===== src/hw/rtl/dlt_pkg.sv =====
// dlt_pkg: shared types and codes for the delta list timer queue
// holds command codes, result kinds and the control/status structs
// used between dlt_ctrl and dlt_datapath; no dependencies
package dlt_pkg;

  // input command codes
  localparam logic [1:0] CMD_TICK  = 2'd0;
  localparam logic [1:0] CMD_START = 2'd1;
  localparam logic [1:0] CMD_STOP  = 2'd2;

  // result kinds
  localparam logic KIND_ACK    = 1'b0;
  localparam logic KIND_EXPIRE = 1'b1;

  // datapath micro-operations issued by the controller
  typedef enum logic [4:0] {
    OP_NONE,
    OP_LATCH,
    OP_INS_INIT_CMD,
    OP_INS_INIT_RELOAD,
    OP_RD_POS,
    OP_INS_STEP,
    OP_INS_FINISH,
    OP_STOP_INIT,
    OP_STOP_STEP,
    OP_RD_NEXT,
    OP_REM_MOVE,
    OP_REM_FINISH,
    OP_TICK_INIT,
    OP_RD_HEAD,
    OP_TICK_EVAL,
    OP_TICK_LAST,
    OP_ACK
  } dp_op_t;

  // controller to datapath
  typedef struct packed {
    dp_op_t op;
    logic   ack_ign;
  } dp_cmd_t;

  // datapath to controller
  typedef struct packed {
    logic [1:0] cmd;
    logic       id_ok;
    logic       id_active;
    logic       len_zero;
    logic       pos_at_end;
    logic       pos_next_lt;
    logic       match;
    logic       head_zero;
    logic       reload;
    logic       out_free;
  } dp_stat_t;

endpackage


===== src/hw/rtl/dlt_ram.sv =====
// dlt_ram: generic simple dual port ram, one write and one read port
// read data is registered and holds while rd_en is low
// no dependencies
module dlt_ram #(
  parameter int WIDTH = 8,
  parameter int DEPTH = 16
) (
  input  logic                     clk,
  input  logic                     wr_en,
  input  logic [$clog2(DEPTH)-1:0] wr_addr,
  input  logic [WIDTH-1:0]         wr_data,
  input  logic                     rd_en,
  input  logic [$clog2(DEPTH)-1:0] rd_addr,
  output logic [WIDTH-1:0]         rd_data
);

  logic [WIDTH-1:0] mem [DEPTH];

  // write port and registered read port
  always_ff @(posedge clk) begin
    if (wr_en) begin
      mem[wr_addr] <= wr_data;
    end
    if (rd_en) begin
      rd_data <= mem[rd_addr];
    end
  end

endmodule


===== src/hw/rtl/dlt_ctrl.sv =====
// dlt_ctrl: sequencer for the delta list timer queue
// walks start, stop and tick requests through datapath micro-operations
// depends on dlt_pkg
module dlt_ctrl (
  input  logic               clk,
  input  logic               rst,
  input  logic               in_valid,
  output logic               in_ready,
  input  dlt_pkg::dp_stat_t  stat,
  output dlt_pkg::dp_cmd_t   ctl
);

  typedef enum logic [3:0] {
    S_IDLE,
    S_DISPATCH,
    S_INS_CHK,
    S_INS_CMP,
    S_STOP_CHK,
    S_STOP_CMP,
    S_REM_CHK,
    S_REM_MOVE,
    S_RELOAD,
    S_TICK_CHK,
    S_TICK_EVAL,
    S_ACK
  } state_t;

  state_t          state, state_next;
  logic            ack_ign, ack_ign_next;
  dlt_pkg::dp_op_t op;
  logic            is_tick;

  assign is_tick  = (stat.cmd == dlt_pkg::CMD_TICK);
  assign in_ready = (state == S_IDLE);
  assign ctl.op      = op;
  assign ctl.ack_ign = ack_ign;

  // next state and micro-operation
  always_comb begin
    state_next   = state;
    ack_ign_next = ack_ign;
    op           = dlt_pkg::OP_NONE;
    unique case (state)
      S_IDLE: begin
        if (in_valid) begin
          op         = dlt_pkg::OP_LATCH;
          state_next = S_DISPATCH;
        end
      end
      S_DISPATCH: begin
        priority case (stat.cmd)
          dlt_pkg::CMD_TICK: begin
            if (stat.len_zero) begin
              state_next = S_IDLE;
            end else begin
              op         = dlt_pkg::OP_TICK_INIT;
              state_next = S_TICK_CHK;
            end
          end
          dlt_pkg::CMD_START: begin
            if (!stat.id_ok || stat.id_active) begin
              ack_ign_next = 1'b1;
              state_next   = S_ACK;
            end else begin
              ack_ign_next = 1'b0;
              op           = dlt_pkg::OP_INS_INIT_CMD;
              state_next   = S_INS_CHK;
            end
          end
          dlt_pkg::CMD_STOP: begin
            if (!stat.id_ok || !stat.id_active) begin
              ack_ign_next = 1'b1;
              state_next   = S_ACK;
            end else begin
              ack_ign_next = 1'b0;
              op           = dlt_pkg::OP_STOP_INIT;
              state_next   = S_STOP_CHK;
            end
          end
          default: begin
            state_next = S_IDLE;
          end
        endcase
      end
      S_INS_CHK: begin
        if (stat.pos_at_end) begin
          op         = dlt_pkg::OP_INS_FINISH;
          state_next = is_tick ? S_TICK_CHK : S_ACK;
        end else begin
          op         = dlt_pkg::OP_RD_POS;
          state_next = S_INS_CMP;
        end
      end
      S_INS_CMP: begin
        op         = dlt_pkg::OP_INS_STEP;
        state_next = S_INS_CHK;
      end
      S_STOP_CHK: begin
        op         = dlt_pkg::OP_RD_POS;
        state_next = S_STOP_CMP;
      end
      S_STOP_CMP: begin
        op         = dlt_pkg::OP_STOP_STEP;
        state_next = stat.match ? S_REM_CHK : S_STOP_CHK;
      end
      S_REM_CHK: begin
        if (stat.pos_next_lt) begin
          op         = dlt_pkg::OP_RD_NEXT;
          state_next = S_REM_MOVE;
        end else begin
          op         = dlt_pkg::OP_REM_FINISH;
          state_next = is_tick ? S_RELOAD : S_ACK;
        end
      end
      S_REM_MOVE: begin
        op         = dlt_pkg::OP_REM_MOVE;
        state_next = S_REM_CHK;
      end
      S_RELOAD: begin
        if (stat.reload) begin
          op         = dlt_pkg::OP_INS_INIT_RELOAD;
          state_next = S_INS_CHK;
        end else begin
          state_next = S_TICK_CHK;
        end
      end
      S_TICK_CHK: begin
        if (stat.len_zero) begin
          // list ran empty, the pending expiry is the final one
          if (stat.out_free) begin
            op         = dlt_pkg::OP_TICK_LAST;
            state_next = S_IDLE;
          end
        end else begin
          op         = dlt_pkg::OP_RD_HEAD;
          state_next = S_TICK_EVAL;
        end
      end
      S_TICK_EVAL: begin
        if (stat.out_free) begin
          op         = dlt_pkg::OP_TICK_EVAL;
          state_next = stat.head_zero ? S_REM_CHK : S_IDLE;
        end
      end
      S_ACK: begin
        if (stat.out_free) begin
          op         = dlt_pkg::OP_ACK;
          state_next = S_IDLE;
        end
      end
      default: begin
        state_next = S_IDLE;
      end
    endcase
  end

  // state and registered outputs
  always_ff @(posedge clk) begin
    if (rst) begin
      state   <= S_IDLE;
      ack_ign <= 1'b0;
    end else begin
      state   <= state_next;
      ack_ign <= ack_ign_next;
    end
  end

  // a request is latched only from idle
  a_latch_idle: assert property (@(posedge clk) disable iff (rst)
    (op == dlt_pkg::OP_LATCH) |-> (state == S_IDLE && in_valid))
    else $error("request latched outside idle");

  // a dispatch always follows a latch
  a_dispatch: assert property (@(posedge clk) disable iff (rst)
    (op == dlt_pkg::OP_LATCH) |=> (state == S_DISPATCH))
    else $error("latch not followed by dispatch");

  // a stop search only runs for a timer that is running
  a_stop_active: assert property (@(posedge clk) disable iff (rst)
    (op == dlt_pkg::OP_STOP_INIT) |-> (stat.id_ok && stat.id_active))
    else $error("stop search started for idle timer");

endmodule


===== src/hw/rtl/dlt_datapath.sv =====
// dlt_datapath: delta list storage, per-timer settings, walk registers
// and the output register of the delta list timer queue
// depends on dlt_pkg and dlt_ram
module dlt_datapath #(
  parameter int NUM_TIMERS  = 16,
  parameter int PERIOD_BITS = 16
) (
  input  logic              clk,
  input  logic              rst,
  input  dlt_pkg::dp_cmd_t  ctl,
  output dlt_pkg::dp_stat_t stat,
  input  logic [1:0]        in_cmd,
  input  logic [3:0]        in_id,
  input  logic [15:0]       in_period,
  input  logic              in_reload,
  output logic              out_valid,
  input  logic              out_ready,
  output logic              out_kind,
  output logic [3:0]        out_id,
  output logic              out_ign,
  output logic              out_last
);

  localparam int IW = $clog2(NUM_TIMERS);
  localparam int LW = $clog2(NUM_TIMERS + 1);
  localparam int PB = PERIOD_BITS;
  localparam int EW = IW + PB;
  localparam int XW = (PB > 16) ? PB : 16;

  // latched request
  logic [1:0]    cmd_q;
  logic [3:0]    id_q;
  logic [PB-1:0] per_q;
  logic          rel_q;

  // list state and walk registers
  logic [NUM_TIMERS-1:0] active;
  logic [LW-1:0]         len;
  logic [LW-1:0]         pos;
  logic [PB-1:0]         d;
  logic                  found;
  logic [EW-1:0]         held;
  logic [IW-1:0]         cur_t;
  logic [PB-1:0]         add_d;
  logic                  first;
  logic                  decr;
  logic                  pend;

  // entry ram ports
  logic          e_we, e_re;
  logic [IW-1:0] e_waddr, e_raddr;
  logic [EW-1:0] e_wdata, e_rdata;
  logic [IW-1:0] rd_t;
  logic [PB-1:0] rd_dl;

  // timer settings ram ports
  logic          t_we;
  logic [PB:0]   t_rdata;

  // derived values
  logic [XW-1:0] per_x, pmax_x, per_sat;
  logic [IW-1:0] id_idx;
  logic [PB-1:0] hd;
  logic          head_zero, ge, match, out_free, emit;
  logic          emit_kind, emit_last;
  logic [3:0]    emit_id;

  assign rd_t  = e_rdata[EW-1:PB];
  assign rd_dl = e_rdata[PB-1:0];

  // period clamp: zero becomes one, wide values saturate
  assign per_x   = XW'(in_period);
  assign pmax_x  = XW'({PB{1'b1}});
  assign per_sat = (per_x == '0) ? XW'(1) : ((per_x > pmax_x) ? pmax_x : per_x);

  assign id_idx    = IW'(id_q);
  assign hd        = (decr && rd_dl != '0) ? rd_dl - PB'(1) : rd_dl;
  assign head_zero = (hd == '0);
  assign ge        = (d >= rd_dl);
  assign match     = (rd_t == cur_t);
  assign out_free  = !out_valid || out_ready;

  // status to the controller
  assign stat.cmd         = cmd_q;
  assign stat.id_ok       = (int'(id_q) < NUM_TIMERS);
  assign stat.id_active   = active[id_idx];
  assign stat.len_zero    = (len == '0);
  assign stat.pos_at_end  = (pos == len);
  assign stat.pos_next_lt = ((pos + LW'(1)) < len);
  assign stat.match       = match;
  assign stat.head_zero   = head_zero;
  assign stat.reload      = t_rdata[PB];
  assign stat.out_free    = out_free;

  // entry ram access per micro-operation
  always_comb begin
    e_we    = 1'b0;
    e_re    = 1'b0;
    e_waddr = pos[IW-1:0];
    e_raddr = pos[IW-1:0];
    e_wdata = held;
    unique case (ctl.op)
      dlt_pkg::OP_RD_POS: begin
        e_re = 1'b1;
      end
      dlt_pkg::OP_RD_NEXT: begin
        e_re    = 1'b1;
        e_raddr = IW'(pos + LW'(1));
      end
      dlt_pkg::OP_RD_HEAD: begin
        e_re    = 1'b1;
        e_raddr = '0;
      end
      dlt_pkg::OP_INS_STEP: begin
        if (found) begin
          e_we = 1'b1;
        end else if (!ge) begin
          e_we    = 1'b1;
          e_wdata = {cur_t, d};
        end
      end
      dlt_pkg::OP_INS_FINISH: begin
        e_we    = 1'b1;
        e_waddr = len[IW-1:0];
        e_wdata = found ? held : {cur_t, d};
      end
      dlt_pkg::OP_REM_MOVE: begin
        e_we    = 1'b1;
        e_wdata = {rd_t, rd_dl + (first ? add_d : PB'(0))};
      end
      dlt_pkg::OP_TICK_EVAL: begin
        // head survives the tick: write back its decremented delta
        if (!head_zero && decr) begin
          e_we    = 1'b1;
          e_waddr = '0;
          e_wdata = {rd_t, hd};
        end
      end
      default: begin
      end
    endcase
  end

  assign t_we = (ctl.op == dlt_pkg::OP_INS_INIT_CMD);

  // result selection
  always_comb begin
    emit      = 1'b0;
    emit_kind = dlt_pkg::KIND_EXPIRE;
    emit_id   = 4'(cur_t);
    emit_last = 1'b1;
    unique case (ctl.op)
      dlt_pkg::OP_TICK_EVAL: begin
        emit      = pend;
        emit_last = !head_zero;
      end
      dlt_pkg::OP_TICK_LAST: begin
        emit = 1'b1;
      end
      dlt_pkg::OP_ACK: begin
        emit      = 1'b1;
        emit_kind = dlt_pkg::KIND_ACK;
        emit_id   = id_q;
      end
      default: begin
      end
    endcase
  end

  dlt_ram #(.WIDTH(EW), .DEPTH(NUM_TIMERS)) u_entry_ram (
    .clk     (clk),
    .wr_en   (e_we),
    .wr_addr (e_waddr),
    .wr_data (e_wdata),
    .rd_en   (e_re),
    .rd_addr (e_raddr),
    .rd_data (e_rdata)
  );

  dlt_ram #(.WIDTH(PB + 1), .DEPTH(NUM_TIMERS)) u_timer_ram (
    .clk     (clk),
    .wr_en   (t_we),
    .wr_addr (id_idx),
    .wr_data ({rel_q, per_q}),
    .rd_en   (1'b1),
    .rd_addr (cur_t),
    .rd_data (t_rdata)
  );

  // walk registers, list state and output register
  always_ff @(posedge clk) begin
    if (rst) begin
      active    <= '0;
      len       <= '0;
      found     <= 1'b0;
      first     <= 1'b0;
      decr      <= 1'b0;
      pend      <= 1'b0;
      out_valid <= 1'b0;
    end else begin
      if (out_valid && out_ready) begin
        out_valid <= 1'b0;
      end
      if (emit) begin
        out_valid <= 1'b1;
        out_kind  <= emit_kind;
        out_id    <= emit_id;
        out_ign   <= (ctl.op == dlt_pkg::OP_ACK) ? ctl.ack_ign : 1'b0;
        out_last  <= emit_last;
      end
      unique case (ctl.op)
        dlt_pkg::OP_LATCH: begin
          cmd_q <= in_cmd;
          id_q  <= in_id;
          per_q <= PB'(per_sat);
          rel_q <= in_reload;
        end
        dlt_pkg::OP_INS_INIT_CMD: begin
          cur_t <= id_idx;
          d     <= per_q;
          pos   <= '0;
          found <= 1'b0;
        end
        dlt_pkg::OP_INS_INIT_RELOAD: begin
          d     <= t_rdata[PB-1:0];
          pos   <= '0;
          found <= 1'b0;
        end
        dlt_pkg::OP_INS_STEP: begin
          pos <= pos + LW'(1);
          if (found) begin
            held <= e_rdata;
          end else if (ge) begin
            d <= d - rd_dl;
          end else begin
            // new entry goes here, successor's delta drops by the new delta
            held  <= {rd_t, rd_dl - d};
            found <= 1'b1;
          end
        end
        dlt_pkg::OP_INS_FINISH: begin
          len           <= len + LW'(1);
          active[cur_t] <= 1'b1;
        end
        dlt_pkg::OP_STOP_INIT: begin
          cur_t <= id_idx;
          pos   <= '0;
        end
        dlt_pkg::OP_STOP_STEP: begin
          if (match) begin
            add_d <= rd_dl;
            first <= 1'b1;
          end else begin
            pos <= pos + LW'(1);
          end
        end
        dlt_pkg::OP_REM_MOVE: begin
          first <= 1'b0;
          pos   <= pos + LW'(1);
        end
        dlt_pkg::OP_REM_FINISH: begin
          len           <= len - LW'(1);
          active[cur_t] <= 1'b0;
        end
        dlt_pkg::OP_TICK_INIT: begin
          decr <= 1'b1;
          pend <= 1'b0;
        end
        dlt_pkg::OP_TICK_EVAL: begin
          decr <= 1'b0;
          pend <= head_zero;
          if (head_zero) begin
            cur_t <= rd_t;
            pos   <= '0;
            add_d <= '0;
            first <= 1'b0;
          end
        end
        dlt_pkg::OP_TICK_LAST: begin
          pend <= 1'b0;
        end
        default: begin
        end
      endcase
    end
  end

  // between requests every running timer has exactly one list entry
  a_len_active: assert property (@(posedge clk) disable iff (rst)
    (ctl.op == dlt_pkg::OP_LATCH) |-> ($countones(active) == int'(len)))
    else $error("list length differs from running timer count");

  // results only go into a free output register
  a_emit_free: assert property (@(posedge clk) disable iff (rst)
    emit |-> out_free)
    else $error("result overwrote a waiting result");

  // list length only moves on insert or remove completion
  a_len_stable: assert property (@(posedge clk) disable iff (rst)
    (ctl.op != dlt_pkg::OP_INS_FINISH && ctl.op != dlt_pkg::OP_REM_FINISH)
      |=> $stable(len))
    else $error("list length changed outside insert or remove");

endmodule


===== src/hw/rtl/delta_list_timer_queue.sv =====
// delta_list_timer_queue: top level of the delta list timer queue
// joins the dlt_ctrl sequencer and the dlt_datapath list engine
// depends on dlt_pkg, dlt_ctrl, dlt_datapath
//
//   channel  dir  handshake                 payload
//   s        in   s_tvalid / s_tready       s_tdata, s_tuser (cmd)
//   m        out  m_tvalid / m_tready       m_tdata, m_tuser (kind), m_tlast
//
// one request at a time; the entry memory is walked one entry per step
// (registered read then compare and write); starts, stops and ticks walk it,
// and a tick walks it again for each expired timer and its reload insert
// reset empties the list and stops every timer at once, no clearing pass
// results go through an output register; the block stalls when an ack or a
// tick result step meets a full output register
module delta_list_timer_queue #(
  parameter int NUM_TIMERS  = 16,
  parameter int PERIOD_BITS = 16
) (
  input  logic        clk,
  input  logic        rst,
  input  logic        s_tvalid,
  output logic        s_tready,
  input  logic [23:0] s_tdata,   // timer_id[3:0], period[19:4], reload[20], zero pad
  input  logic [1:0]  s_tuser,   // cmd[1:0]
  output logic        m_tvalid,
  input  logic        m_tready,
  output logic [7:0]  m_tdata,   // timer_id_res[3:0], ignored[4], zero pad
  output logic [0:0]  m_tuser,   // kind[0]
  output logic        m_tlast
);

  dlt_pkg::dp_cmd_t  ctl;
  dlt_pkg::dp_stat_t stat;
  logic [3:0]        res_id;
  logic              res_ign;
  logic              res_kind;

  dlt_ctrl u_ctrl (
    .clk      (clk),
    .rst      (rst),
    .in_valid (s_tvalid),
    .in_ready (s_tready),
    .stat     (stat),
    .ctl      (ctl)
  );

  dlt_datapath #(
    .NUM_TIMERS  (NUM_TIMERS),
    .PERIOD_BITS (PERIOD_BITS)
  ) u_datapath (
    .clk       (clk),
    .rst       (rst),
    .ctl       (ctl),
    .stat      (stat),
    .in_cmd    (s_tuser),
    .in_id     (s_tdata[3:0]),
    .in_period (s_tdata[19:4]),
    .in_reload (s_tdata[20]),
    .out_valid (m_tvalid),
    .out_ready (m_tready),
    .out_kind  (res_kind),
    .out_id    (res_id),
    .out_ign   (res_ign),
    .out_last  (m_tlast)
  );

  // result packing
  assign m_tdata = {3'b000, res_ign, res_id};
  assign m_tuser = res_kind;

endmodule

===== config.mk =====
export PLATFORM = sky130hd
export DESIGN_NAME = delta_list_timer_queue
export DESIGN_NICKNAME = d
export VERILOG_FILES = /design/src/hw/rtl/dlt_pkg.sv /design/src/hw/rtl/dlt_ram.sv /design/src/hw/rtl/dlt_ctrl.sv /design/src/hw/rtl/dlt_datapath.sv /design/src/hw/rtl/delta_list_timer_queue.sv
export SDC_FILE = /design/constraint.sdc
export NUM_CORES = 1
export LEC_CHECK = 0
export ABC_AREA = 1
export BUFFER_PORTS_ARGS = -buffer_cell sky130_fd_sc_hd__buf_4
export CORE_MARGIN = 5
export CORE_UTILIZATION = 40
export DETAILED_ROUTE_END_ITERATION = 6
export PLACE_DENSITY = 0.56
export SLEW_MARGIN = 30
export SYNTH_ARGS = -nofsm -noshare
export SYNTH_HDL_FRONTEND = slang
export SYNTH_SLANG_ARGS = --single-unit

===== constraint.sdc =====
create_clock -name clk -period 5 [get_ports clk]
set_input_delay 0.25 -clock clk [delete_from_list [all_inputs] [get_ports clk]]
set_output_delay 0.25 -clock clk [all_outputs]
set_load 0.01 [all_outputs]

==> results of run 1 <==
## kinds of logic (layout without fill, tap and decap cells)
| family | after synthesis | count (layout) | synth area share [%] |
|---|---|---|---|
| compound gates | 500 | 500 | 8.85 |
| xor+xnor | 40 | 40 | 1.01 |
| fa+ha+maj | 66 | 66 | 2.47 |
| buf+inv | 540 | 673 | 6.31 |
| flops | 751 | 751 | 63.8 |
| other cells | 1 | 3 | 0.0108 |
| simple gates | 1394 | 1394 | 17.5 |
## through the flow
stage	area [sq um]	power, mW	util (%)	hold WS [ps]	setup WS (ps)
floorplan	34600	7.61	-	349	234
global placement	36500	7.90	42.6	428	737
detailed placement	36500	7.90	42.7	429	705
CTS	39400	13.9	46.1	37.9	689
global route	39400	14.2	46.1	75.9	284
finish	39400	13.8	46.1	87.3	674
## critical path, delay by kind of cell, from the launching register on
kind / cells / cell delay [ps]
AOI/OAI and AO/OA: 1 / 310
adders and majority gates: 1 / 200
DFF: 1 / 600
and+or+nand+nor: 16 / 2040
buffers and inverters: 5 / 740
## report_power, final
part | switching, mW | internal, mW | total (mW) | leakage [nW]
logic | 0.508 | 0.240 | 0.748 | 7.47
registers | 0.0995 | 6.94 | 7.04 | 6.72
clock network | 2.51 | 3.45 | 5.96 | 1.28
## flip-flops by register name (all words and copies together), names as in the netlist, 16 cells and up, named ones only
| name | flops |
|---|---|
| u_datapath.per_q | 16 |
| u_datapath.u_entry_ram.rd_data | 20 |
| u_datapath.u_timer_ram.mem | 272 |
| u_datapath.d | 16 |
| u_datapath.add_d | 16 |
| u_datapath.u_entry_ram.mem | 320 |
| u_datapath.u_timer_ram.rd_data | 17 |
| u_datapath.held | 20 |
## metal layers
layer	part of all wire [%]	routed length, microns
met3	5.5	5190
met5	0	0
met4	2.1	2010
met2	46	43000
met1	46	43600
## layout by cell type, fill, tap and decap left out, drive strengths merged, types with 21 or more instances in the layout
cell	synthesis	final
a21oi	189	189
a22oi	145	145
buf	56	138
clkbuf	123	109
clkinv	2	31
dfxtp	48	48
dlygate4sd3	0	24
edfxtp	703	703
ha	62	62
inv	359	361
nand2	729	729
nand3	433	433
nor2	176	176
o211ai	21	21
o21ai	106	106
xor2	37	37
## cell usage after synthesis, types with 2 or more instances
cell type	number	area share, %
a211oi_1	9	0.20
a21o_1	6	0.13
a21oi_1	187	2.7
a221oi_1	2	0.051
a22oi_1	145	3.1
a311oi_1	2	0.051
a31oi_1	2	0.036
buf_1	9	0.098
buf_2	21	0.30
buf_4	18	0.39
buf_6	8	0.26
clkbuf_1	123	1.3
clkinv_1	2	0.022
dfxtp_1	48	2.8
edfxtp_1	703	61
fa_1	4	0.23
ha_1	62	2.2
inv_1	348	3.8
inv_2	11	0.12
nand2_1	717	7.8
nand2_2	10	0.18
nand2_4	2	0.065
nand3_1	429	6.2
nand3_2	4	0.12
nand3b_1	2	0.043
nand4_1	8	0.14
nor2_1	165	1.8
nor2_2	5	0.090
nor2_4	6	0.20
nor3_1	10	0.14
nor4_1	5	0.090
o2111ai_1	4	0.10
o211ai_1	20	0.43
o21a_1	3	0.065
o21ai_0	101	1.5
o21ai_1	4	0.058
o221a_2	2	0.065
o22ai_1	3	0.054
o311ai_0	2	0.051
or2_2	11	0.20
or4_1	18	0.39
xnor2_1	3	0.076
xor2_1	37	0.94
## area by class of cell
type	instances	share of cell area, %
clock inverters	41	1.22
multi-input cells	2003	26.6
clock buffers	109	5.51
well taps	1144	3.63
repair buffers	162	3.62
flip-flops and latches	751	56.0
inverters	361	3.44
## what timing repair did
item	CTS	global route
gates resized for setup	0	0
setup buffers	0	0
hold buffers	24	0
endpoints found under the hold margin	29	0
## worst min path at each step
| stage | startpoint | to | slack, ps | cells after the start |
|---|---|---|---|---|
| after CTS | m_tready | u_ctrl.state[1]$_SDFFE_PP0P_ | 40 | 4 |
| after detailed placement | s_tdata[20] | u_datapath.rel_q$_DFFE_PP_ | 430 | 1 |
| final | m_tready | u_ctrl.state[1]$_SDFFE_PP0P_ | 90 | 4 |
| after global placement | s_tdata[20] | u_datapath.rel_q$_DFFE_PP_ | 430 | 1 |
| after global routing | m_tready | u_ctrl.state[1]$_SDFFE_PP0P_ | 80 | 4 |
| after floorplan | s_tuser[0] | u_datapath.cmd_q[0]$_DFFE_PP_ | 350 | 0 |
==> metrics.md, run 1 <==
| Metric | Value |
|---|---|
| RSZ-0062 raised after global routing | `no` |
| Share of post-route cells with drive strength above 1 | `10.3%` |
| Number of buffers created by CTS | `81` |
| CP required | `5180 ps` |
| N_diodes | `0` |
| Via density | `5.29` |
| Post-synth EDFFs | `703` |
| First-pass GRT wire length | `143,000 microns` |
| TNS Setup | `0 ps` |
| Chip width | `304 microns` |
| Via count | `24.2k` |
| Num ports | `42` |
| Core area | `85,500 sq um` |
| Post-synthesis average cell area | `10.5 sq um` |
| Status | `complete, no violations` |
| Slowest CP cell | `edfxtp_1` |
| FF-to-FF setup slack | `670 ps` |
| HPWL Detailed | `58,200 microns` |
| Synth cell types | `54` |
| Leak pwr | `15.5 nW` |
| Fin cells | `4,571` |
| # fillers | `7,896` |
| CP most frequent cell | `nand2_1` |
| M1 GR Usage | `29.1%` |
| Root Driver | `clkbuf_16` |
| Routed WL | `93,800 microns` |
| Max incr delay on CP | `600 ps` |
| Combined area of the multi-input logic cells | `10,500 sq um` |
| Gr usage total | `19.8%` |
| CTS HTree Levels | `3` |
| Worst-Skew Late Latency | `between 600 and 700 ps` |
| Setup crit start | `u_datapath.id_idx[0]$_DFFE_PP_` |
| Number of global-route vias before repair | `23.4k` |
| CTS sink count | `751` |
| HP Class | `input pin to register` |
| Mapped Cells | `3,292` |
| Post-route ant nets | `0` |
| Port-buffer cells | `35` |
| GPL Wtd Cong | `around 0.9` |
| Largest net degree at the start of global routing | `81` |
| Clock Skew | `around 42 ps` |
| Rel. slew slack | `between 30 and 40%` |
| Register clock-pin slew on the reported worst setup and hold paths | `60 ps` |
| Crit-path cells | `inv_2 -> nand2_1 -> nand2_1 -> nand2_1 -> nand2_1 -> nand2_1 -> nand2_1 -> inv_1 -> nand2_1 -> ha_1 -> nand2_1 -> nand2_1 -> nor3_1 -> nand2_1 -> inv_2 -> nand3_2 -> nand2_1 -> inv_2 -> nand2_1 -> o211ai_2 -> buf_4 -> nand2_1 -> nand2_1` |
| Gr ovfl total | `0` |
| Reg2Reg Depth | `23` |
| M3 GR Usage | `2.66%` |
| Placed insts | `4,397` |
| Cell row count | `107` |
| Die area | `92,400 sq um` |
| Final Hold Vio Count | `0` |
| Max Fclk | `231 MHz` |
| CTS max path bufs | `3` |
| CTS tree | `built` |
| Storage element area | `22,100 sq um` |
| Worst setup path endpoint | `u_datapath.u_entry_ram.mem[4][1]$_DFFE_PP_` |
| RR Endpoint | `u_datapath.u_entry_ram.mem[4][1]$_DFFE_PP_` |
| Post-route clock period utilization | `86.5%` |
| Final routed wire length divided by cell count | `20.5 microns` |
| Critical Path Sink Type | `register` |
| MaxCap Viol Count | `0` |
| Critical Path AT | `4510 ps` |
| Die Span Y | `304 microns` |
| Pwr/cell area | `349 nW/um^2` |
| Crit path launch type | `register` |
| Fin nets | `3,456` |
| Critical path class | `register to register` |
| RR Startpoint | `u_datapath.id_idx[0]$_DFFE_PP_` |
| Maximum vdd drop | `277 uV` |
| Number of remaining DRC errors | `0` |
| Ys flop type | `edfxtp_1` |
| Ys Warns | `0` |
| Period minus WS final | `about 4300 ps` |
| Pre-antenna DRT Iters | `5` |
| Register area share after synthesis | `about 64%` |
| Initial core utilization | `40.4%` |
| Met2 Use GR | `31.2%` |
| Fin. max-slew vios | `0` |
| Initial antenna violation count | `1` |
| Post-Synthesis Cell Area | `34,600 sq um` |
| Grt peak-use layer | `met2` |
| Syn-to-layout area delta | `14.0%` |
| Flops & latches, synth | `around 750` |
| Setup Viol. Count Final | `0` |
| Detailed Route Iter0 Violations | `2,405` |
| Post-synth ARST share | `0%` |
| Worst-path fanout max | `16` |
| Worst-margin pin slew | `952 ps` |
Note: power is estimated with default switching activity, not from simulation.
==> run 2, diff against run 1 <==
--- a/config.mk
+++ b/config.mk
@@ -10,8 +10,9 @@
 export CORE_MARGIN = 5
 export CORE_UTILIZATION = 40
 export DETAILED_ROUTE_END_ITERATION = 6
-export PLACE_DENSITY = 0.56
+export PLACE_DENSITY = 0.54
 export SLEW_MARGIN = 30
 export SYNTH_ARGS = -nofsm -noshare
 export SYNTH_HDL_FRONTEND = slang
+export SYNTH_HIERARCHICAL = 1
 export SYNTH_SLANG_ARGS = --single-unit
==> constraint.sdc (replaced) <==
create_clock -name clk -period 5.3 [get_ports clk]
set_input_delay 0.265 -clock clk [delete_from_list [all_inputs] [get_ports clk]]
set_output_delay 0.265 -clock clk [all_outputs]
set_load 0.01 [all_outputs]
==> metrics.md, run 2 <==
| Metric | Value |
|---|---|
| Via count | `27.0k (+12%)` |
| Commonest non-fill, non-tap cells in the layout | `nand2_1 (1,122), edfxtp_1 (720), inv_1 (643), nand3_1 (573), nor2_1 (173)` |
| N_diodes | `0 (unchanged)` |
| Synth cell types | `54 (unchanged)` |
| Setup Viol. Count Final | `0 (unchanged)` |
| Final Hold Vio Count | `0 (unchanged)` |
| Largest net degree at the start of global routing | `139 (+72%)` |
| Post-synthesis average cell area | `9.23 sq um (-12%)` |
| Initial core utilization | `40.3% (-0.085 points)` |
| Core area | `91,700 sq um (+7.1%)` |
| Number of buffers created by CTS | `84 (+3.7%)` |
| Leak pwr | `18.0 nW (+16%)` |
| Fin. max-slew vios | `0 (unchanged)` |
| Critical Path Sink Type | `register` |
| Worst-Skew Late Latency | `660 ps (about the same)` |
| Critical path class | `register to register` |
| Max incr delay on CP | `560 ps (-40 ps)` |
| Post-synth EDFFs | `720 (+2.4%)` |
| Port-buffer cells | `35 (unchanged)` |
| CTS sink count | `751 (unchanged)` |
| Root Driver | `clkbuf_16` |
| Worst-margin pin slew | `960 ps (+7.96 ps)` |
| Ys flop type | `edfxtp_1` |
| Placed insts | `5,180 (+18%)` |
| Crit-path cells | `ha_1 -> xor2_1 -> ha_1 -> a21oi_1 -> nor2_1 -> a2111oi_0 -> buf_4 -> o21ai_2 -> a31oi_1 -> nand3_1 -> inv_1 -> nor2_1 -> nand2_1 -> nor2_1 -> inv_1 -> nor2_4 -> nor2_1 -> nand2_1 -> o211ai_1 -> nand2_1 -> nor2_4 -> buf_12` |
| Top Registers | `u_datapath/u_entry_ram/mem: 320 flops, u_datapath/u_timer_ram/mem: 272 flops` |
| Area leader, netlist | `edfxtp_1` |
| HPWL Detailed | `63,200 microns (+8.7%)` |
| First-pass GRT wire length | `153,000 microns (+6.7%)` |
| Register clock-pin slew on the reported worst setup and hold paths | `60 ps (about the same)` |
| Commonest cells in the netlist | `nand2_1 (1,122), edfxtp_1 (720), inv_1 (644), nand3_1 (573), nor2_1 (208)` |
| Mapped Cells | `4,004 (+22%)` |
| Share of post-route cells with drive strength above 1 | `8.60% (-1.7 points)` |
| Detailed Route Iter0 Violations | `2,555 (+6.2%)` |
| Flops & latches, synth | `751 (unchanged)` |
| Number of global-route vias before repair | `25.4k (+8.5%)` |
| Largest Register | `u_datapath/u_entry_ram/mem` |
| Cell with the most instances after synthesis | `nand2_1` |
| Rel. slew slack | `36.0% (-0.30 points)` |
| Post-Synthesis Cell Area | `37,000 sq um (+6.9%)` |
| Register area share after synthesis | `60.1% (-3.7 points)` |
| Worst-path fanout max | `16 (unchanged)` |
| Finished Core Util | `46.1% (about the same)` |
| Post-synth ARST share | `0% (unchanged)` |
| RSZ-0062 raised after global routing | `no` |
| Clock Skew | `45.6 ps (+3.44 ps)` |
| CP top delay family | `simple AND/OR/NAND/NOR gates` |
| Die area | `98,600 sq um (+6.7%)` |
| Period minus WS final | `4950 ps (+619 ps)` |
| Die Span Y | `314 microns (+3.3%)` |
| Ys Warns | `6 (+6)` |
| CP required | `5620 ps (+440 ps)` |
| Max reg flops | `320 (unchanged)` |
| Maximum vdd drop | `276 uV (-0.31%)` |
| Hold_ws | `49.1 ps (-38.2 ps)` |
| Number of remaining DRC errors | `0 (unchanged)` |
| Via density | `5.03 (-4.9%)` |
| Fin nets | `4,199 (+21%)` |
| Post-route clock period utilization | `93.3% (+6.8 points)` |
| Post-route ant nets | `0 (unchanged)` |
| Synth area leaders | `edfxtp_1 (58%), nand2_1 (11%), nand3_1 (7.8%), inv_1 (6.5%), nor2_1 (2.1%)` |
| Cell row count | `111 (+3.7%)` |
| Max Fclk | `202 MHz (-13%)` |
| Routed WL | `101,000 microns (+7.2%)` |
| Num ports | `42 (unchanged)` |
| CTS HTree Levels | `3 (unchanged)` |
| Gr ovfl total | `0 (unchanged)` |
| CTS max path bufs | `3 (unchanged)` |
| Fin cells | `5,358 (+17%)` |
| Chip width | `314 microns (+3.3%)` |
| Slowest CP cell | `a2111oi_0` |
| CP most frequent cell | `nor2_1` |
| MaxCap Viol Count | `0 (unchanged)` |
| GPL Wtd Cong | `0.899 (-0.72%)` |
| TNS Setup | `0 ps (unchanged)` |
| HP Class | `input pin to register` |
| Initial antenna violation count | `0 (-1)` |
| CTS tree | `built` |
| CP bufs+invs | `4 (-1)` |
| Crit path launch type | `register` |
| Pwr/cell area | `323 nW/um^2 (-7.3%)` |
| FF-to-FF setup slack | `350 ps (-320 ps)` |
| Commonest non-fill, non-tap cell in the layout | `nand2_1` |
| Gr usage total | `20.1% (+0.31 points)` |
| Status | `complete, no violations` |
| Critical Path AT | `5260 ps (+750 ps)` |
| Syn-to-layout area delta | `14.3%` |
| Pre-antenna DRT Iters | `5 (unchanged)` |
| Post-synth top area share | `58.5% (-2.6 points)` |
| Final routed wire length divided by cell count | `18.8 microns (-8.5%)` |
run 2: changes by cell type in the layout (fill, tap and decap cells not counted), sizes merged, moves of 30 or more:
cell   delta
nor2     +41
nand3   +144
nand2   +397
o21ai    +30
inv     +290
a21oi    -32
a22oi   -142
run 2: per-stage QoR:
step | cell area (sq um) | setup slack [ps] | power [mW]
final | 42300 | 355 | 13.7
after global routing | 42300 | 0.409 | 14.2
after CTS | 42300 | 264 | 13.8
after detailed placement | 39400 | 341 | 8.12
after global placement | 39400 | 370 | 8.11
after floorplan | 37000 | 308 | 7.63
run 2: metal layers:
layer  track usage [%]  wire length [microns]  up-vias  part of all wire [%]
met3              3.40                   5810      148                   5.8
met4              6.23                   2930        0                   2.9
met1              27.6                  44700    12800                    45
li1                  -                      -    13300                     -
met5                 0                      0        -                     0
met2              32.8                  47000      720                    47
run 2: repair_timing:
action,in CTS,in global routing
endpoints found under the hold margin,32,0
buffers inserted,0,0
setup endpoints to repair,0,92
hold buffers,25,0
resized for setup,0,1
run 2: final timing paths:
path / from / endpoint / cells past startpoint
hold reg to reg: register / register / 2
hold / removal: m_tready / u_datapath/out_valid$_SDFFE_PP0P_ / 4
setup / recovery: u_datapath/pos[0]$_SDFFCE_PN0P_ / u_datapath/u_entry_ram/mem[13][0]$_DFFE_PP_ / 22
setup reg to reg: u_datapath/pos[0]$_SDFFCE_PN0P_ / u_datapath/u_entry_ram/mem[13][0]$_DFFE_PP_ / 22
run 2: cell type report:
type | instances | area, sq um
inverters | 651 | 2450
multi-input cells | 2430 | 11600
clock inverters | 49 | 439
fillers | 8713 | 49400
repair buffers | 187 | 1850
flip-flops and latches | 751 | 22200
clock buffers | 104 | 2220
well taps | 1186 | 1480
run 2: cell families after synthesis:
group                      after synthesis  synth area share (%)
AOI/OAI and AO/OA                      350                  5.18
xor gates and xnor gates                20                 0.474
adders and majority gates               64                  2.25
buffers and inverters                  842                  9.30
DFF                                    751                  60.1
muxes                                    3                0.0812
other                                    2                0.0203
and+or+nand+nor                       1972                  22.5
run 2: tightest hold or removal path: stages:
cell and delay [ps]:
buf_4 80, inv_1 30, nand2_1 170, a21oi_1 100
run 2: power by group:
group          switching [mW]  internal (mW)  total, mW
combinational           0.827          0.373       1.20
clock                    2.41           3.23       5.64
sequential              0.148           6.67       6.82
==> run 3, diff against run 2 <==
--- a/config.mk
+++ b/config.mk
@@ -8,9 +8,9 @@
 export ABC_AREA = 1
 export BUFFER_PORTS_ARGS = -buffer_cell sky130_fd_sc_hd__buf_4
 export CORE_MARGIN = 5
-export CORE_UTILIZATION = 40
+export CORE_UTILIZATION = 50
 export DETAILED_ROUTE_END_ITERATION = 6
-export PLACE_DENSITY = 0.54
+export PLACE_DENSITY = 0.64
 export SLEW_MARGIN = 30
 export SYNTH_ARGS = -nofsm -noshare
 export SYNTH_HDL_FRONTEND = slang
==> metrics.md, run 3 (synthesized netlist as in run 2, its figures left out) <==
| Metric | Value |
|---|---|
| Pwr/cell area | `324 nW/um^2 (+0.30%)` |
| Worst-path fanout max | `17 (+1)` |
| Period minus WS final | `4820 ps (-130 ps)` |
| Commonest non-fill, non-tap cell in the layout | `nand2_1` |
| Met1 WL | `40,500 microns (-9.6%)` |
| Crit path depth | `22 (unchanged)` |
| Number of global-route vias before repair | `25.6k (+0.81%)` |
| Crit-path cells | `ha_1 -> nand3_1 -> xnor2_1 -> ha_1 -> nand2_1 -> nor3_1 -> a2111oi_0 -> buf_4 -> o21ai_2 -> a31oi_1 -> nand3_1 -> inv_1 -> nor2_1 -> nand2_1 -> nor2_1 -> inv_1 -> nor2_4 -> inv_1 -> o21ai_1 -> nand3_1 -> nor2_2 -> buf_4` |
| MaxCap Viol Count | `0 (unchanged)` |
| Highest metal used | `met4` |
| Overall Power | `13.5 mW (-1.3%)` |
| CTS sink count | `751 (unchanged)` |
| CP bufs+invs | `5 (+1)` |
| Die Span Y | `282 microns (-10%)` |
| Fin. max-slew vios | `0 (unchanged)` |
| Reg2Reg Depth | `22 (unchanged)` |
| Status | `complete, no violations` |
| Clock Skew | `28.4 ps (-17.2 ps)` |
| WL met3 | `6600 microns (+14%)` |
| Critical path class | `register to register` |
| HP Class | `input pin to register` |
| N_diodes | `0 (unchanged)` |
| Root Driver | `clkbuf_16` |
| CP top delay family | `simple AND/OR/NAND/NOR gates` |
| First-pass GRT wire length | `150,000 microns (-2.1%)` |
| Cell row count | `99 (-11%)` |
| Placed insts | `4,940 (-4.6%)` |
| Initial core utilization | `50.5% (+10 points)` |
| CTS HTree Levels | `3 (unchanged)` |
| Met2 wire len | `47,100 microns (+0.13%)` |
| RSZ-0062 raised after global routing | `no` |
| Post-route clock period utilization | `90.9% (-2.4 points)` |
| CTS max path bufs | `3 (unchanged)` |
| HPWL Detailed | `63,200 microns (about the same)` |
| Routed WL | `97,700 microns (-2.8%)` |
| Max reg flops | `320 (unchanged)` |
| Top Registers | `u_datapath/u_entry_ram/mem: 320 flops, u_datapath/u_timer_ram/mem: 272 flops` |
| Hold-critical path depth | `4 (unchanged)` |
| Worst-Skew Late Latency | `640 ps (-20 ps)` |
| Setup Viol. Count Final | `0 (unchanged)` |
| CP required | `5610 ps (about the same)` |
| Finished Core Util | `56.8% (+11 points)` |
| Max Fclk | `208 MHz (+2.7%)` |
| Critical Path Sink Type | `register` |
| # fillers | `6,344 (-27%)` |
| Port-buffer cells | `35 (unchanged)` |
| Detailed Route Iter0 Violations | `2,275 (-11%)` |
| Final Hold Vio Count | `0 (unchanged)` |
| Share of post-route cells with drive strength above 1 | `8.31% (-0.29 points)` |
| Gr usage total | `24.5% (+4.4 points)` |
| Maximum vdd drop | `306 uV (+11%)` |
| Chip width | `282 microns (-10%)` |
| CTS tree | `built` |
| Core area | `73,200 sq um (-20%)` |
| Num ports | `42 (unchanged)` |
| Post-route ant nets | `0 (unchanged)` |
| Rel. slew slack | `38.1% (+2.1 points)` |
| GPL Wtd Cong | `0.901 (+0.23%)` |
| Setup Fix Bufs, Post-CTS | `0 (unchanged)` |
| Commonest non-fill, non-tap cells in the layout | `nand2_1 (1,122), edfxtp_1 (720), inv_1 (644), nand3_1 (573), nor2_1 (173)` |
| Via count | `27.2k (+0.71%)` |
| Leak pwr | `17.9 nW (-0.81%)` |
| Crit path launch type | `register` |
| Max incr delay on CP | `490 ps (-70 ps)` |
| Number of buffers created by CTS | `81 (-3.6%)` |
| Register clock-pin slew on the reported worst setup and hold paths | `60 ps (about the same)` |
| Largest net degree at the start of global routing | `161 (+16%)` |
| Via density | `5.32 (+5.6%)` |
| Initial antenna violation count | `0 (unchanged)` |
| Die area | `79,500 sq um (-19%)` |
| Fin cells | `5,110 (-4.6%)` |
| Number of remaining DRC errors | `0 (unchanged)` |
| TNS Setup | `0 ps (unchanged)` |
| Largest Register | `u_datapath/u_entry_ram/mem` |
| Gr ovfl total | `0 (unchanged)` |
| Slowest CP cell | `edfxtp_1` |
| Final routed wire length divided by cell count | `19.1 microns (+1.9%)` |
| Fin nets | `4,183 (-0.38%)` |
| Worst-margin pin slew | `929 ps (-31.4 ps)` |
| Syn-to-layout area delta | `12.5%` |
| Critical Path AT | `5130 ps (-130 ps)` |
| Pre-antenna DRT Iters | `6 (+1)` |
-- run 3: cell count changes in the layout (fill, tap and decap cells not counted), moves of 3 or more --
cell,change
clkinvlp_4,+4
buf_12,-13
inv_6,-3
inv_16,+3
clkinv_4,-3
nor2_4,-10
nor2_2,+10
clkinv_1,-6
clkbuf_16,-4
-- run 3: stage by stage --
step / setup WS [ps] / hold slack (ps) / cell area (sq um)
global placement: 452 / 443 / 38800
global route: 71.2 / 79.5 / 41600
floorplan: 308 / 327 / 37000
CTS: 349 / 36.8 / 41600
detailed placement: 389 / 445 / 38800
finish: 484 / 79.3 / 41600
-- run 3: worst reg2reg max path, delay by kind of cell, from the launching register on --
family,cells,cell delay [ps]
AND/OR/NAND/NOR,10,1880
buffers and inverters,5,820
AO/OA/AOI/OAI,4,650
adder cells (fa/ha/maj),2,560
flip-flops,1,490
XOR/XNOR,1,90
-- run 3: path summary, 6_finish.rpt --
check                                       start                                            to  slack [ps]
hold / removal                           m_tready             u_datapath/out_valid$_SDFFE_PP0P_          80
hold reg to reg                          register                                      register         480
setup reg to reg  u_datapath/pos[0]$_SDFFCE_PN0P_  u_datapath/u_entry_ram/mem[12][18]$_DFFE_PP_         480
setup / recovery  u_datapath/pos[0]$_SDFFCE_PN0P_  u_datapath/u_entry_ram/mem[12][18]$_DFFE_PP_         480
-- run 3: area by class of cell --
type	instances	area, sq um	share of cell area (%)
clock buffer	98	2100	5.05
inverter	651	2450	5.90
multi-input combinational	2430	11500	27.7
sequential	751	22200	53.5
timing repair buffer	174	1600	3.85
clock inverter	47	480	1.16
tap	959	1200	2.88
-- run 3: what timing repair did --
action,in CTS,in global routing
hold buffers,25,0
endpoints found under the hold margin,31,0
gates resized for setup,0,1
endpoints found under the setup margin,0,173
-- run 3: power by group --
part / switching [mW] / leakage (nW) / internal, mW
clock: 2.33 / 1.25 / 3.15
sequential: 0.140 / 6.75 / 6.67
combinational: 0.834 / 9.86 / 0.361
total: 3.31 / 17.9 / 10.2
-- run 3: per-layer routing --
layer | vias to the layer above | track usage (%)
met5 | - | 0
met4 | 0 | 8.52
met3 | 184 | 3.52
met2 | 927 | 41.3
met1 | 12800 | 32.9
li1 | 13300 | -
